<file path="config.mk">
export PLATFORM = sky130hd
export DESIGN_NAME = lgs_row_eval
export DESIGN_NICKNAME = d
export VERILOG_FILES = /design/src/design/lgs_pkg.sv /design/src/design/lgs_row_eval.sv
export SDC_FILE = /design/constraint.sdc
export NUM_CORES = 1
export LEC_CHECK = 0
export BUFFER_PORTS_ARGS = -buffer_cell sky130_fd_sc_hd__buf_2
export CAP_MARGIN = 30
export CORE_ASPECT_RATIO = 0.8
export CORE_MARGIN = 1.5
export CORE_UTILIZATION = 30
export DETAILED_ROUTE_END_ITERATION = 6
export SYNTH_ARGS = -nofsm -noshare
export SYNTH_HDL_FRONTEND = slang
export SYNTH_SLANG_ARGS = --single-unit
</file>
<file path="constraint.sdc">
create_clock -name vclk -period 3.1
set_input_delay 0.155 -clock vclk [all_inputs]
set_output_delay 0.155 -clock vclk [all_outputs]
set_load 0.01 [all_outputs]
</file>
<file path="src/design/lgs_pkg.sv">
// ----------------------------------------------------------------------------
// lgs_pkg
// Shared constants, request codes, payload structs and FSM states for the
// Life generation engine.
// ----------------------------------------------------------------------------
package lgs_pkg;

    // Grid size
    localparam int GRID_COLUMNS = 64;
    localparam int GRID_ROWS    = 64;

    // Derived widths
    localparam int COL_W     = $clog2(GRID_COLUMNS);
    localparam int ROW_W     = $clog2(GRID_ROWS);
    localparam int RAM_DEPTH = 2 * GRID_ROWS;
    localparam int RAM_AW    = $clog2(RAM_DEPTH);
    localparam int CNT_W     = $clog2(GRID_ROWS + 3);
    localparam int ROWCNT_W  = $clog2(GRID_COLUMNS + 1);
    localparam int ACC_W     = $clog2(GRID_COLUMNS * GRID_ROWS + 1);
    localparam int LIVE_W    = 13;
    localparam int SAT_W     = (ACC_W > LIVE_W) ? ACC_W : LIVE_W;
    localparam int COUNT_MAX = 8191;

    // B3/S23 rule
    localparam int SURVIVE_COUNT = 2;
    localparam int BIRTH_COUNT   = 3;

    // Request codes
    localparam logic [1:0] REQ_WRITE = 2'd0;
    localparam logic [1:0] REQ_READ  = 2'd1;
    localparam logic [1:0] REQ_STEP  = 2'd2;

    typedef struct packed {
        logic [1:0] req_type;
        logic [5:0] cell_x;
        logic [5:0] cell_y;
        logic       cell_value;
    } req_t;

    typedef struct packed {
        logic              read_value;
        logic [LIVE_W-1:0] live_count;
    } rsp_t;

    typedef enum logic [1:0] {
        ST_IDLE,
        ST_CELL,
        ST_STEP,
        ST_FINISH
    } state_t;

endpackage

</file>
<file path="src/design/lgs_row_eval.sv">
// ----------------------------------------------------------------------------
// lgs_row_eval
// Next-generation value of one full row from the rows above, at and below
// it. Columns outside the grid count as dead.
// ----------------------------------------------------------------------------
module lgs_row_eval (
    input  logic [lgs_pkg::GRID_COLUMNS-1:0] above,
    input  logic [lgs_pkg::GRID_COLUMNS-1:0] mid,
    input  logic [lgs_pkg::GRID_COLUMNS-1:0] below,
    output logic [lgs_pkg::GRID_COLUMNS-1:0] next_row
);

    logic [lgs_pkg::GRID_COLUMNS+1:0] a_ext;
    logic [lgs_pkg::GRID_COLUMNS+1:0] m_ext;
    logic [lgs_pkg::GRID_COLUMNS+1:0] b_ext;

    // dead border on both sides
    assign a_ext = {1'b0, above, 1'b0};
    assign m_ext = {1'b0, mid,   1'b0};
    assign b_ext = {1'b0, below, 1'b0};

    always_comb
    begin
        logic [3:0] n;
        n = '0;
        for (int c = 0; c < lgs_pkg::GRID_COLUMNS; c++)
        begin
            n = 4'(a_ext[c]) + 4'(a_ext[c+1]) + 4'(a_ext[c+2])
              + 4'(m_ext[c])                  + 4'(m_ext[c+2])
              + 4'(b_ext[c]) + 4'(b_ext[c+1]) + 4'(b_ext[c+2]);
            next_row[c] = (n == 4'(lgs_pkg::BIRTH_COUNT))
                        || (mid[c] && (n == 4'(lgs_pkg::SURVIVE_COUNT)));
        end
    end

endmodule

</file>
=== After elaboration in Yosys (flattened, before gate mapping) ===
Index checks and enable logic that the tools add are counted.

* Shift operators: 0
* Equal/unequal tests: 128
* Reductions and logical operators: 128
* Multipliers: 0
* Bitwise gates (word level): 0
* Multiplexer cells: 0
* $add $sub $neg: 441
* Order comparisons: 0
* Div/mod/pow operators: 0

{| class="wikitable"
|+ Operators by type and width
! kind !! count
|-
| $add A4 B1 Y4 || 252
|-
| $eq A4 B2 Y1 const B || 128
|-
| $add A3 B1 Y4 || 63
|-
| $add A2 B1 Y3 || 63
|-
| $add A1 B1 Y2 || 63
|-
| $logic_and A1 B1 Y1 || 64
|-
| $logic_or A1 B1 Y1 || 64
|}

* Word-level logic and storage cells: 697
* ROM bits: 0
* Memories kept: 0
* Register bits: 0
* Bits in latches: 0
* Input port bits: 192
* RAM bits: 0

=== Depth between registers and ports, before layout ===
* Depth in word-level cells: 10
* Gate-level depth with buffers: 9
* Depth with buffers taken out: 9

=== Worst setup path before layout ===
OpenSTA, ideal clock, no wires.

* Path type: input-to-output
* Start: input port above[30] (netlist bit)
* End: output port next_row[31] (netlist bit)
* Cell stages on the path: 9
* Required time: 2.945 ns
* Data arrival time: 2.702 ns
* Path slack: 0.243 ns
* Cell sequence: inv_1 > fa_1 > fa_1 > fa_1 > inv_1 > ha_1 > fa_1 > or2_0 > a21oi_1

* Longest elaborated chain between the ends: 10
* Elaborated cells on any way between the ends: 11

{| class="wikitable"
|+ Ends and longest elaborated chain
! element !! RTL line !! text
|-
| start, declared || lgs_row_eval.sv:7 || <nowiki>input logic [lgs_pkg::GRID_COLUMNS-1:0] above,</nowiki>
|-
| $add A1 B1 Y2 * || lgs_row_eval.sv:28 || <nowiki>n = 4'(a_ext[c]) + 4'(a_ext[c+1]) + 4'(a_ext[c+2])</nowiki>
|-
| $add A2 B1 Y3 * || lgs_row_eval.sv:28 ||
|-
| $add A3 B1 Y4 * || lgs_row_eval.sv:29 || <nowiki>+ 4'(m_ext[c]) + 4'(m_ext[c+2])</nowiki>
|-
| $add A4 B1 Y4 * || lgs_row_eval.sv:29 ||
|-
| $add A4 B1 Y4 * (3 in series) || lgs_row_eval.sv:30 || <nowiki>+ 4'(b_ext[c]) + 4'(b_ext[c+1]) + 4'(b_ext[c+2]);</nowiki>
|-
| $eq A4 B2 Y1 || lgs_row_eval.sv:32 || <nowiki>|| (mid[c] && (n == 4'(lgs_pkg::SURVIVE_COUNT)));</nowiki>
|-
| $logic_and A1 B1 Y1 || lgs_row_eval.sv:32 ||
|-
| $logic_or A1 B1 Y1 * || lgs_row_eval.sv:32 ||
|-
| end, declared || lgs_row_eval.sv:10 || <nowiki>output logic [lgs_pkg::GRID_COLUMNS-1:0] next_row</nowiki>
|}

Mark *: on every way between the ends. The rest lies on a longest branch, timed or not.

=== Worst setup path in the final report ===
* Start: input port above[37] (netlist bit)
* End: output port next_row[38] (netlist bit)

Same word-level chain as after synthesis.

==> results.sh <==
export IMPL_hold_viol_final=0
export IMPL_post_place_cells=1986
export IMPL_p_leak_uw=0.00750
export IMPL_coreArea_um2=35000
export IMPL_routed_wl_um=24100
export IMPL_die_h_um=172
export IMPL_port_buffers=256
export IMPL_num_io_pins=256
export IMPL_hold_start="mid[33]"
export IMPL_relSlewSlack=0.807
export IMPL_peakVddDrop_uv=168
export IMPL_cp_end_kind="output port"
export IMPL_finalWorstSetupSlack_ns=-0.00400
export IMPL_rsz0062_at_grt="true"
export IMPL_dp_hpwl_um=22200
export IMPL_fillers=3542
export IMPL_drtPass1Iterations=7
export IMPL_finalSetupViolations=1
export IMPL_violations="negative setup slack"
export IMPL_cp_max_fo=2
export IMPL_slew_violations=0
export IMPL_grt_pass1_wl_um=40800
export IMPL_p_switching_uw=2540
export IMPL_syn_area_per_cell_um2=8.95
export IMPL_clkbuf_count=0
export IMPL_arrival_ns=2.95
export IMPL_min_path_type="input pin to output port"
export IMPL_layoutNonFillerInstCount=2011
export IMPL_cp_required_ns=2.94
export IMPL_grt_max_degree=4
export IMPL_clock_power_share=0
export IMPL_track_usage=0.130
export IMPL_ys_seq_area_frac=0
export IMPL_fin_crit_sh=1.00
export IMPL_fin_nets=2171
export IMPL_fp_dieArea_um2=36900
export IMPL_netlist_area_um2=10700
export IMPL_cap_viol_max_count=0
export IMPL_drc_errors=0
export IMPL_routabilityCongestion=0.835
export IMPL_global_route_overflow_total=0
export IMPL_yosys_warnings=0
export IMPL_path_class="input pin to output port"
export IMPL_utilization=0.406
export IMPL_first_global_vias=9171
export IMPL_outcome="finished, violations left"
export IMPL_power_total_uw=4770
export IMPL_ant_nets=0
export IMPL_min_path_cells=4
export IMPL_nFlopsAndLatches=0
export IMPL_vias=8480
export IMPL_drive_gt1_frac=0.399
export IMPL_powerDensity_nw_per_um2=336
export IMPL_p_seq_frac=0
export IMPL_syn_inst=1197
export IMPL_synthToLayoutAreaGrowth_pct=32.5
export IMPL_fin_crit_ns=3.10
export IMPL_power_internal_uw=2240
export IMPL_start_util=0.306
export IMPL_syn_nets=1829
export IMPL_tightest_slew_ns=0.289
export IMPL_die_w_um=214
export IMPL_swShare=0.532
export IMPL_holdPathEnd="next_row[33]"
export IMPL_pwr_share_comb=1.000
export IMPL_ff_latch_area_um2=0
export IMPL_first_iter_violations=137
export IMPL_wire_per_inst_um=12.0
export IMPL_start_kind="input pin"
export IMPL_viasPerCell=4.22
export IMPL_antenna_found_initial=2
export IMPL_rows=61
export IMPL_ys_types=14
export IMPL_multi_input_area_um2=9670
export IMPL_fmax_mhz=322
how the worst max path moves through the flow:
stage | from | end | slack [ns]
floorplan | above[30] | next_row[31] | 0.24
global placement | above[20] | next_row[21] | -0.20
detailed placement | above[20] | next_row[21] | -0.22
CTS | above[39] | next_row[39] | -0.03
global route | above[25] | next_row[26] | -0.11
finish | above[37] | next_row[38] | -0.004
layout make-up:
class | count | area share
multi-input cells | 755 | 0.682
well taps | 472 | 0.0416
inverters | 442 | 0.123
diodes | 2 | 0.000353
repair buffers | 340 | 0.154
metrics by stage:
step                area [um2]  worst slack (ns)  setup TNS [ns]  hold slack, ns
global route             14200            -0.114           -2.34           0.706
global placement         13000            -0.197          -0.895           0.695
finish                   14200          -0.00400        -0.00400           0.676
detailed placement       13000            -0.216           -1.89           0.692
CTS                      13400           -0.0336         -0.0980           0.697
floorplan                10700             0.243               0           0.451
routing by layer:
layer,GRT usage,up-vias,wire length (um)
li1,-,4287,-
met3,0.0197,12,1190
met1,0.167,4025,10400
met4,0.00674,2,144
met5,0,-,13
met2,0.241,154,12300
placed cells by master, fill, tap and decap left out, drive strengths merged, types with 2 or more instances in the layout:
master and n:
nor3b 2, o21ai 61, diode 2, nand3 61, nor2 4, a21oi 122
fa 252, or2 61, buf 340, inv 442, ha 188
timing repair:
item | 4_1_cts | 5_1_grt
endpoints found under the setup margin | 39 | 61
setup buffers | 3 | 20
gates resized for setup | 165 | 270
pin swaps | 83 | 155
hold buffers | 0 | 0
synthesized netlist by cell type (all sizes together):
cell   number  area (um2)
nand3      61         305
nor2b       1        6.26
o21ai      61         305
nor3        1        5.00
or2        61         382
a31oi       1        6.26
nor2        4        15.0
a21oi     122         611
inv       442        1660
ha        188        2350
nor3b       2        15.0
fa        252        5040
nand2       1        3.75
power by group through the flow:
stage / combinational [uW] / clock, uW / sequential (uW)
2_1_floorplan: 2840 / 0 / 0
3_3_place_gp: 3920 / 0 / 0
3_5_place_dp: 4100 / 0 / 0
4_1_cts: 4350 / 0 / 0
5_1_grt: 5610 / 0 / 0
6_report: 4770 / 0.0000862 / 0
worst max-delay path, cell delays in order:
cell	delay, ns
buf_2	0.11
inv_2	0.06
fa_1	0.54
fa_1	0.45
fa_1	0.56
inv_2	0.05
ha_4	0.15
fa_2	0.33
or2_1	0.25
a21oi_2	0.13
buf_2	0.15
cell families after synthesis:
| logic type | Yosys count | share of synthesized area |
|---|---|---|
| AO/OA/AOI/OAI | 184 | 0.0861 |
| adder cells (fa/ha/maj) | 440 | 0.691 |
| buffers and inverters | 442 | 0.155 |
| AND/OR/NAND/NOR | 131 | 0.0683 |
Note: power is estimated with default switching activity, not from simulation.
