`src/design/lgs_ram.sv`:
```
// ----------------------------------------------------------------------------
// lgs_ram
// Generic simple dual-port RAM: one write port, one read port, registered
// read data.
// ----------------------------------------------------------------------------
module lgs_ram #(
    parameter int WIDTH = 8,
    parameter int DEPTH = 16
) (
    input  logic                     clk,
    input  logic                     wr_en,
    input  logic [$clog2(DEPTH)-1:0] wr_addr,
    input  logic [WIDTH-1:0]         wr_data,
    input  logic                     rd_en,
    input  logic [$clog2(DEPTH)-1:0] rd_addr,
    output logic [WIDTH-1:0]         rd_data
);

    logic [WIDTH-1:0] mem [DEPTH];

    always_ff @(posedge clk)
    begin
        if (wr_en)
        begin
            mem[wr_addr] <= wr_data;
        end
        if (rd_en)
        begin
            rd_data <= mem[rd_addr];
        end
    end

endmodule

```
`config.mk`:
```
export PLATFORM = sky130hd
export DESIGN_NAME = lgs_ram
export DESIGN_NICKNAME = d
export VERILOG_FILES = /design/src/design/lgs_ram.sv
export SDC_FILE = /design/constraint.sdc
export NUM_CORES = 1
export LEC_CHECK = 0
export BUFFER_PORTS_ARGS = -buffer_cell sky130_fd_sc_hd__buf_2
export CAP_MARGIN = 30
export CORE_MARGIN = 3
export CORE_UTILIZATION = 30
export DETAILED_ROUTE_END_ITERATION = 8
export GPL_ROUTABILITY_DRIVEN = 0
export MAX_ROUTING_LAYER = met4
export PLACE_DENSITY_LB_ADDON = 0.2
export SYNTH_ARGS = -nofsm -noshare
export SYNTH_HDL_FRONTEND = slang
export SYNTH_SLANG_ARGS = --single-unit
```
`constraint.sdc`:
```
create_clock -name clk -period 2.7 [get_ports clk]
set_input_delay 0.135 -clock clk [delete_from_list [all_inputs] [get_ports clk]]
set_output_delay 0.135 -clock clk [all_outputs]
set_load 0.01 [all_outputs]
```
Word level (Yosys, flattened, before mapping)

Memories as Yosys holds them, arrays and structs flattened. A register that Yosys moved wholly into a read port is not among the register bits.
Index checks and enable logic that the tools add are counted.

Flip-flop bits (word level): 0
RAM bits: 128
Input bits: 19
Output and inout port bits: 8
Word-level logic and storage cells: 3
Memories: 1

Memory list:

| memory | depth | bits a word | read ports | clocked after Yosys merged registers in | wr ports | RTL line | text |
|---|---|---|---|---|---|---|---|
| mem    | 16    | 8           | 1          | 1                                       | 1        | 19       | `logic [WIDTH-1:0] mem [DEPTH];` |

Mux-type cells: 2

Operators with widths:

| kind             | count |
|---|---|
| 2-to-1 mux 1 bit | 2 |

Depth between registers and ports, before layout

Gate-level depths: netlist (run 1).

Depth after elaboration: 2
Mapped depth: 5
Depth with buffers taken out: 3

Worst setup path after synthesis (run 1)

OpenSTA, ideal clock, no wires.

Kind: input to register
From: in wr_addr[2]
To: mem mem[0][0], enable pin
Library setup time: 0.383 ns
Arrival time: 1.245 ns
Required time: 2.317 ns
Setup slack: 1.072 ns
Stages on the path: 2
Buffers on the path: 0
Cell sequence: or3b_2 -> nor3_1

RTL lines:

| item               | RTL line | text |
|---|---|---|
| start: declaration | 12       | `input logic [$clog2(DEPTH)-1:0] wr_addr,` |
| end: declaration   | 19       |  |

Straight into the memory's write port.

==> impl_metrics.json, run 1 <==
{
  "clock_latency_ns": 0.41,
  "cts_buffers": 17,
  "endpoint_kind": "flip-flop",
  "path_cells": "mux4_1 -> a22oi_1 -> nand2_1",
  "ys_ff_latch": 136,
  "num_rows": 47,
  "netlist_instances": 229,
  "skew_ns": 0.006962,
  "grt_setup_unrepaired": "false",
  "clk_pin_slew_worst_paths_ns": 0.06,
  "globalRoute.totalOverflow": 0,
  "ant_nets": 0,
  "hold_violations": 0,
  "fin_ws_ns": 1.138,
  "vias_per_cell": 4.779,
  "min_period_ns": 1.562,
  "cp_slowest_cell": "mux4_1",
  "r2r_slack_ns": 1.14,
  "p_leak_nw": 2.110,
  "tns_ns": 0,
  "cts_tree": "done",
  "slew_headroom_pct": 39.63,
  "fmax_ghz": 0.6401,
  "min_period_over_period_pct": 57.87,
  "avgSynthCellArea_um2": 22.83,
  "wl_per_cell_um": 21.59,
  "dp_slack_ns": 0.8865,
  "yosysUniqueCellTypes": 18,
  "grt_antenna_before_repair": 0,
  "outcome": "completed",
  "die_w_um": 138.0,
  "area_growth_pct": 21.11,
  "p_comb_share_pct": 4.4,
  "ir_drop_mv": 0.3966,
  "max-clock-path-buffers": 2,
  "drive_gt1_share_pct": 32.43,
  "regToRegStartpoint": "mem[1][2]",
  "holdWs_ns": 0.1072,
  "min_from": "wr_data[2]",
  "cts_root_buf": "clkbuf_16",
  "switching_share_pct": 19.79,
  "setup_violations": 0,
  "coreArea_um2": 16820,
  "grt_usage_pct": 12.61,
  "htree_levels": 4,
  "cts_setup_buffers": 0,
  "worstPathRequired_ns": 2.85,
  "fin_util_pct": 37.64,
  "cp_data_arrival_time_ns": 1.72,
  "post_cts_resized": 0,
  "wl_mm": 11.14,
  "n_fill_cell": 1559,
  "initial_core_util_pct": 31.08,
  "grt_pass1_wl_mm": 16.77,
  "cp-endpoint": "rd_data[2]",
  "fin_nets": 302,
  "io_buffer_count": 26,
  "drv_slew": 0,
  "dr.first_iter.drc_count": 133,
  "p_int_w": 0.004015,
  "synth.cell_area_um2": 5228,
  "grt_max_degree": 33,
  "share_seq_of_total_power_pct": 47.8,
  "num_io_pins": 27,
  "powerDensity_nw_per_um2": 790.7,
  "p_sw_w": 0.0009907,
  "grt_pass1_vias": 2610,
  "path_max_fanout": 1,
  "r2r-end": "rd_data[2]",
  "drv_cap": 0,
  "cts_sinks": 136,
  "min_path_type": "input pin to flip-flop",
  "ys_seq_area_share_pct": 78.12,
  "slowest_delay_ns": 0.54,
  "die_area_um2": 19050,
  "ctsHoldBuffers": 0,
  "dr.pass1.iters": 5,
  "num_vias": 2466,
  "synthesis.nets": 248,
  "yosysWarningCount": 0,
  "rr_worst_depth": 3,
  "die_height_um": 138.0,
  "clkPwrFrac_pct": 47.8,
  "drc": 0,
  "critical_path_class": "flip-flop to flip-flop",
  "start_kind": "flip-flop",
  "num_antenna_cells": 0,
  "dp_hpwl_mm": 7.221,
  "startpoint": "mem[1][2]",
  "worstMarginPinSlew_ns": 0.9022
}
[worst min path at each step]
| stage | endpoint | slack [ns] | cells after the start |
|---|---|---|---|
| detailed placement | mem[4][5] | 0.54 | 1 |
| global route | mem[6][7] | 0.11 | 1 |
| CTS | mem[1][5] | 0.1 | 1 |
| global placement | mem[1][5] | 0.53 | 1 |
| finish | mem[4][2] | 0.11 | 1 |
| floorplan | mem[0][0] | 0.23 | 0 |
[flip-flops by register name, summed over array words and instances, names as in the netlist]
signal and count:
mem 128, rd_data 8
[per-layer routing]
layer,track usage (%),routed length [um]
met5,-,0
met4,4.992,184
met3,2.866,566
met1,16.75,5044
met2,18.99,5346
[layout make-up]
cell class / count / area, um^2 / share of cell area (%)
Clock buffer: 17 / 425.4 / 6.719
Clock inverter: 15 / 203.9 / 3.221
Multi-Input combinational cell: 83 / 1057 / 16.70
Sequential cell: 136 / 4084 / 64.51
Tap cell: 220 / 275.3 / 4.348
Timing Repair Buffer: 45 / 285.3 / 4.506
[synthesized netlist by cell type (all sizes together)]
master / count / share of area [%]
nand2: 9 / 0.65
and2: 1 / 0.12
or3b: 1 / 0.17
nand3: 1 / 0.096
buf: 7 / 1.1
mux4: 32 / 15
nor2b: 1 / 0.12
clkdlybuf4s25: 3 / 0.57
nand3b: 2 / 0.29
nor3: 4 / 0.38
a22oi: 16 / 2.3
nor2: 13 / 0.93
edfxtp: 136 / 78
nand2b: 2 / 0.24
and2b: 1 / 0.14
[power groups by stage]
stage	Sequential [W]	Combinational [W]	Clock, W
global route	0.00240	0.000241	0.00253
CTS	0.00239	0.000225	0.00244
floorplan	0.00244	0.000120	0
finish	0.00239	0.000220	0.00239
detailed placement	0.00244	0.000225	0
global placement	0.00244	0.000223	0
[critical path: cells and delay by family, from the launching register on]
| family | cells | cell delay (ns) |
|---|---|---|
| muxes | 1 | 0.54 |
| AOI/OAI and AO/OA | 1 | 0.32 |
| and+or+nand+nor | 1 | 0.09 |
| DFF | 1 | 0.36 |
[placed cells by master, fill, tap and decap left out, types with 4 or more instances in the layout]
master        n
mux4_1       14
edfxtp_1    136
bufinv_16     4
nand2_1       9
buf_2        26
nor2_1       13
buf_4        18
mux4_2       18
clkbuf_16    17
clkinv_4      5
nor3_1        4
a22oi_1      16
clkinvlp_4    4
[metrics by stage]
stage | instance area, um^2 | total power (W) | std cells
2_1_floorplan | 5228 | 0.002557 | 229
3_3_place_gp | 5702 | 0.002660 | 484
3_5_place_dp | 5702 | 0.002663 | 484
4_1_cts | 6331 | 0.005059 | 516
5_1_grt | 6331 | 0.005167 | 516
6_report | 6331 | 0.005006 | 516
[cell families (layout without fill, tap and decap cells)]
kind of cell	count (synthesis)	count (layout)	synth area share, %
AO/OA/AOI/OAI	16	16	2.298
buffers and inverters	10	77	1.651
flip-flops	136	136	78.12
multiplexers	32	32	14.79
AND/OR/NAND/NOR	35	35	3.136
No activity file was read; power rests on OpenSTA's default activity.
==> run 2: changes to the inputs <==
Clock period 2.7 ns to 1.6 ns, I/O delays scaled along.
==> impl_metrics.json, run 2 (synthesis results as in run 1) <==
{
  "num_vias": 2455,
  "path_max_fanout": 1,
  "max-clock-path-buffers": 2,
  "globalRoute.totalOverflow": 0,
  "worstPathRequired_ns": 1.76,
  "min_path_type": "input pin to flip-flop",
  "clk_pin_slew_worst_paths_ns": 0.06,
  "grt_pass1_wl_mm": 17.02,
  "num_rows": 47,
  "clock_latency_ns": 0.41,
  "largest-register": "mem",
  "die_height_um": 138.0,
  "io_buffer_count": 26,
  "switching_share_pct": 19.49,
  "cts_sinks": 136,
  "drv_slew": 0,
  "dp_slack_ns": -0.1671,
  "holdWs_ns": 0.05097,
  "worstMarginPinSlew_ns": 0.8153,
  "min_period_over_period_pct": 91.87,
  "whs_path_depth": 1,
  "ctsHoldBuffers": 0,
  "largest_register_ffs": 128,
  "grt_setup_unrepaired": "false",
  "htree_levels": 4,
  "grt_antenna_before_repair": 0,
  "grt_usage_pct": 12.74,
  "dpl_cell_area_um2": 5764,
  "hold_violations": 0,
  "area_growth_pct": 22.02,
  "n_fill_cell": 1558,
  "regToRegStartpoint": "mem[5][2]",
  "endpoint_kind": "flip-flop",
  "fin_nets": 307,
  "num_io_pins": 27,
  "outcome": "completed",
  "cp_slowest_cell": "mux4_1",
  "grt_max_degree": 24,
  "whs_endpoint": "rd_data[5]",
  "drv_cap": 0,
  "num_antenna_cells": 0,
  "setup_violations": 0,
  "final_common_cell": "edfxtp_1",
  "path_cells": "mux4_1 -> a22oi_2 -> nand2_1",
  "clkPwrFrac_pct": 47.3,
  "critical_path_class": "flip-flop to flip-flop",
  "r2r_slack_ns": 0.13,
  "r2r-end": "rd_data[2]",
  "ant_nets": 0,
  "dp_hpwl_mm": 7.412,
  "cp_data_arrival_time_ns": 1.63,
  "dr.pass1.iters": 4,
  "vias_per_cell": 4.712,
  "start_kind": "flip-flop",
  "min_from": "rd_en",
  "wl_per_cell_um": 21.37,
  "cts_buffers": 17,
  "tns_ns": 0,
  "fin_util_pct": 37.93,
  "coreArea_um2": 16820,
  "p_sw_w": 0.001636,
  "wl_mm": 11.13,
  "rr_worst_depth": 3,
  "min_period_ns": 1.470,
  "initial_core_util_pct": 31.08,
  "powerDensity_nw_per_um2": 1316,
  "p_comb_share_pct": 4.7,
  "p_leak_nw": 2.143,
  "cts_tree": "done",
  "slowest_delay_ns": 0.59,
  "top_regs": "mem x128, rd_data x8",
  "design_area_um2": 6379,
  "slew_headroom_pct": 45.45,
  "p_int_w": 0.006760,
  "layout_common_cells": "edfxtp_1, buf_2, buf_4, mux4_2, clkbuf_16",
  "skew_ns": 0.004693,
  "share_seq_of_total_power_pct": 48.1,
  "fin_ws_ns": 0.1301,
  "critPathBufInv": 0,
  "drc": 0,
  "cts_root_buf": "clkbuf_16",
  "dr.first_iter.drc_count": 125,
  "die_w_um": 138.0,
  "fmax_ghz": 0.6803,
  "ir_drop_mv": 0.8920,
  "drive_gt1_share_pct": 33.22,
  "grt_pass1_vias": 2644,
  "die_area_um2": 19050,
  "critPathTopFamily": "multiplexers"
}
[run 2: cell types whose count changed in the layout (fill, tap and decap cells not counted), moves of 2 or more]
cell      before  now
clkinv_4       5    1
buf_12         1    3
clkinv_1       0    2
clkinv_2       2    5
buf_4         18   21
[run 2: layout make-up]
class | instances | area [um^2] | area share, %
clock buffer | 17 | 425.4 | 6.669
multi-input combinational | 83 | 1062 | 16.65
tap | 220 | 275.3 | 4.315
timing repair buffer | 50 | 347.8 | 5.453
clock inverter | 15 | 183.9 | 2.883
sequential | 136 | 4084 | 64.03
[run 2: worst max-delay path by stage]
stage / end / start / depth (start not counted)
3_3_place_gp: rd_data[2] / rd_addr[0] / 5
5_1_grt: rd_data[2] / mem[4][2] / 3
3_5_place_dp: rd_data[2] / rd_addr[0] / 5
2_1_floorplan: mem[0][0] / wr_addr[2] / 2
4_1_cts: rd_data[2] / mem[5][2] / 3
6_report: rd_data[2] / mem[5][2] / 3
[run 2: metal layers]
layer  wire [um]  vias up  global-route usage, %
met1        5302     1291                  16.64
li1            -     1099                      -
met2        5298       55                  18.76
met5           0        -                      -
met4         151        0                  5.304
met3         380       10                  3.729
[run 2: worst reg2reg max path: stages, from the launching register on]
cell and delay, ns:
edfxtp_1 0.35, mux4_1 0.59, a22oi_2 0.21, nand2_1 0.07
[run 2: power by group through the flow]
stage               clock [W]  sequential (W)  combinational (W)
finish                0.00397         0.00404           0.000391
global route          0.00422         0.00404           0.000427
CTS                   0.00407         0.00404           0.000400
detailed placement          0         0.00411           0.000399
global placement            0         0.00411           0.000390
floorplan                   0         0.00411           0.000203
[run 2: metrics by stage]
stage | instances | total power, W
detailed placement | 489 | 0.004511
CTS | 521 | 0.008504
finish | 521 | 0.008397
floorplan | 229 | 0.004315
global route | 521 | 0.008689
global placement | 489 | 0.004501
[run 2: repair_timing]
action,CTS,global route
resized for setup,0,1
setup buffers,0,0
hold endpoints to repair,0,0
setup endpoints to repair,0,1
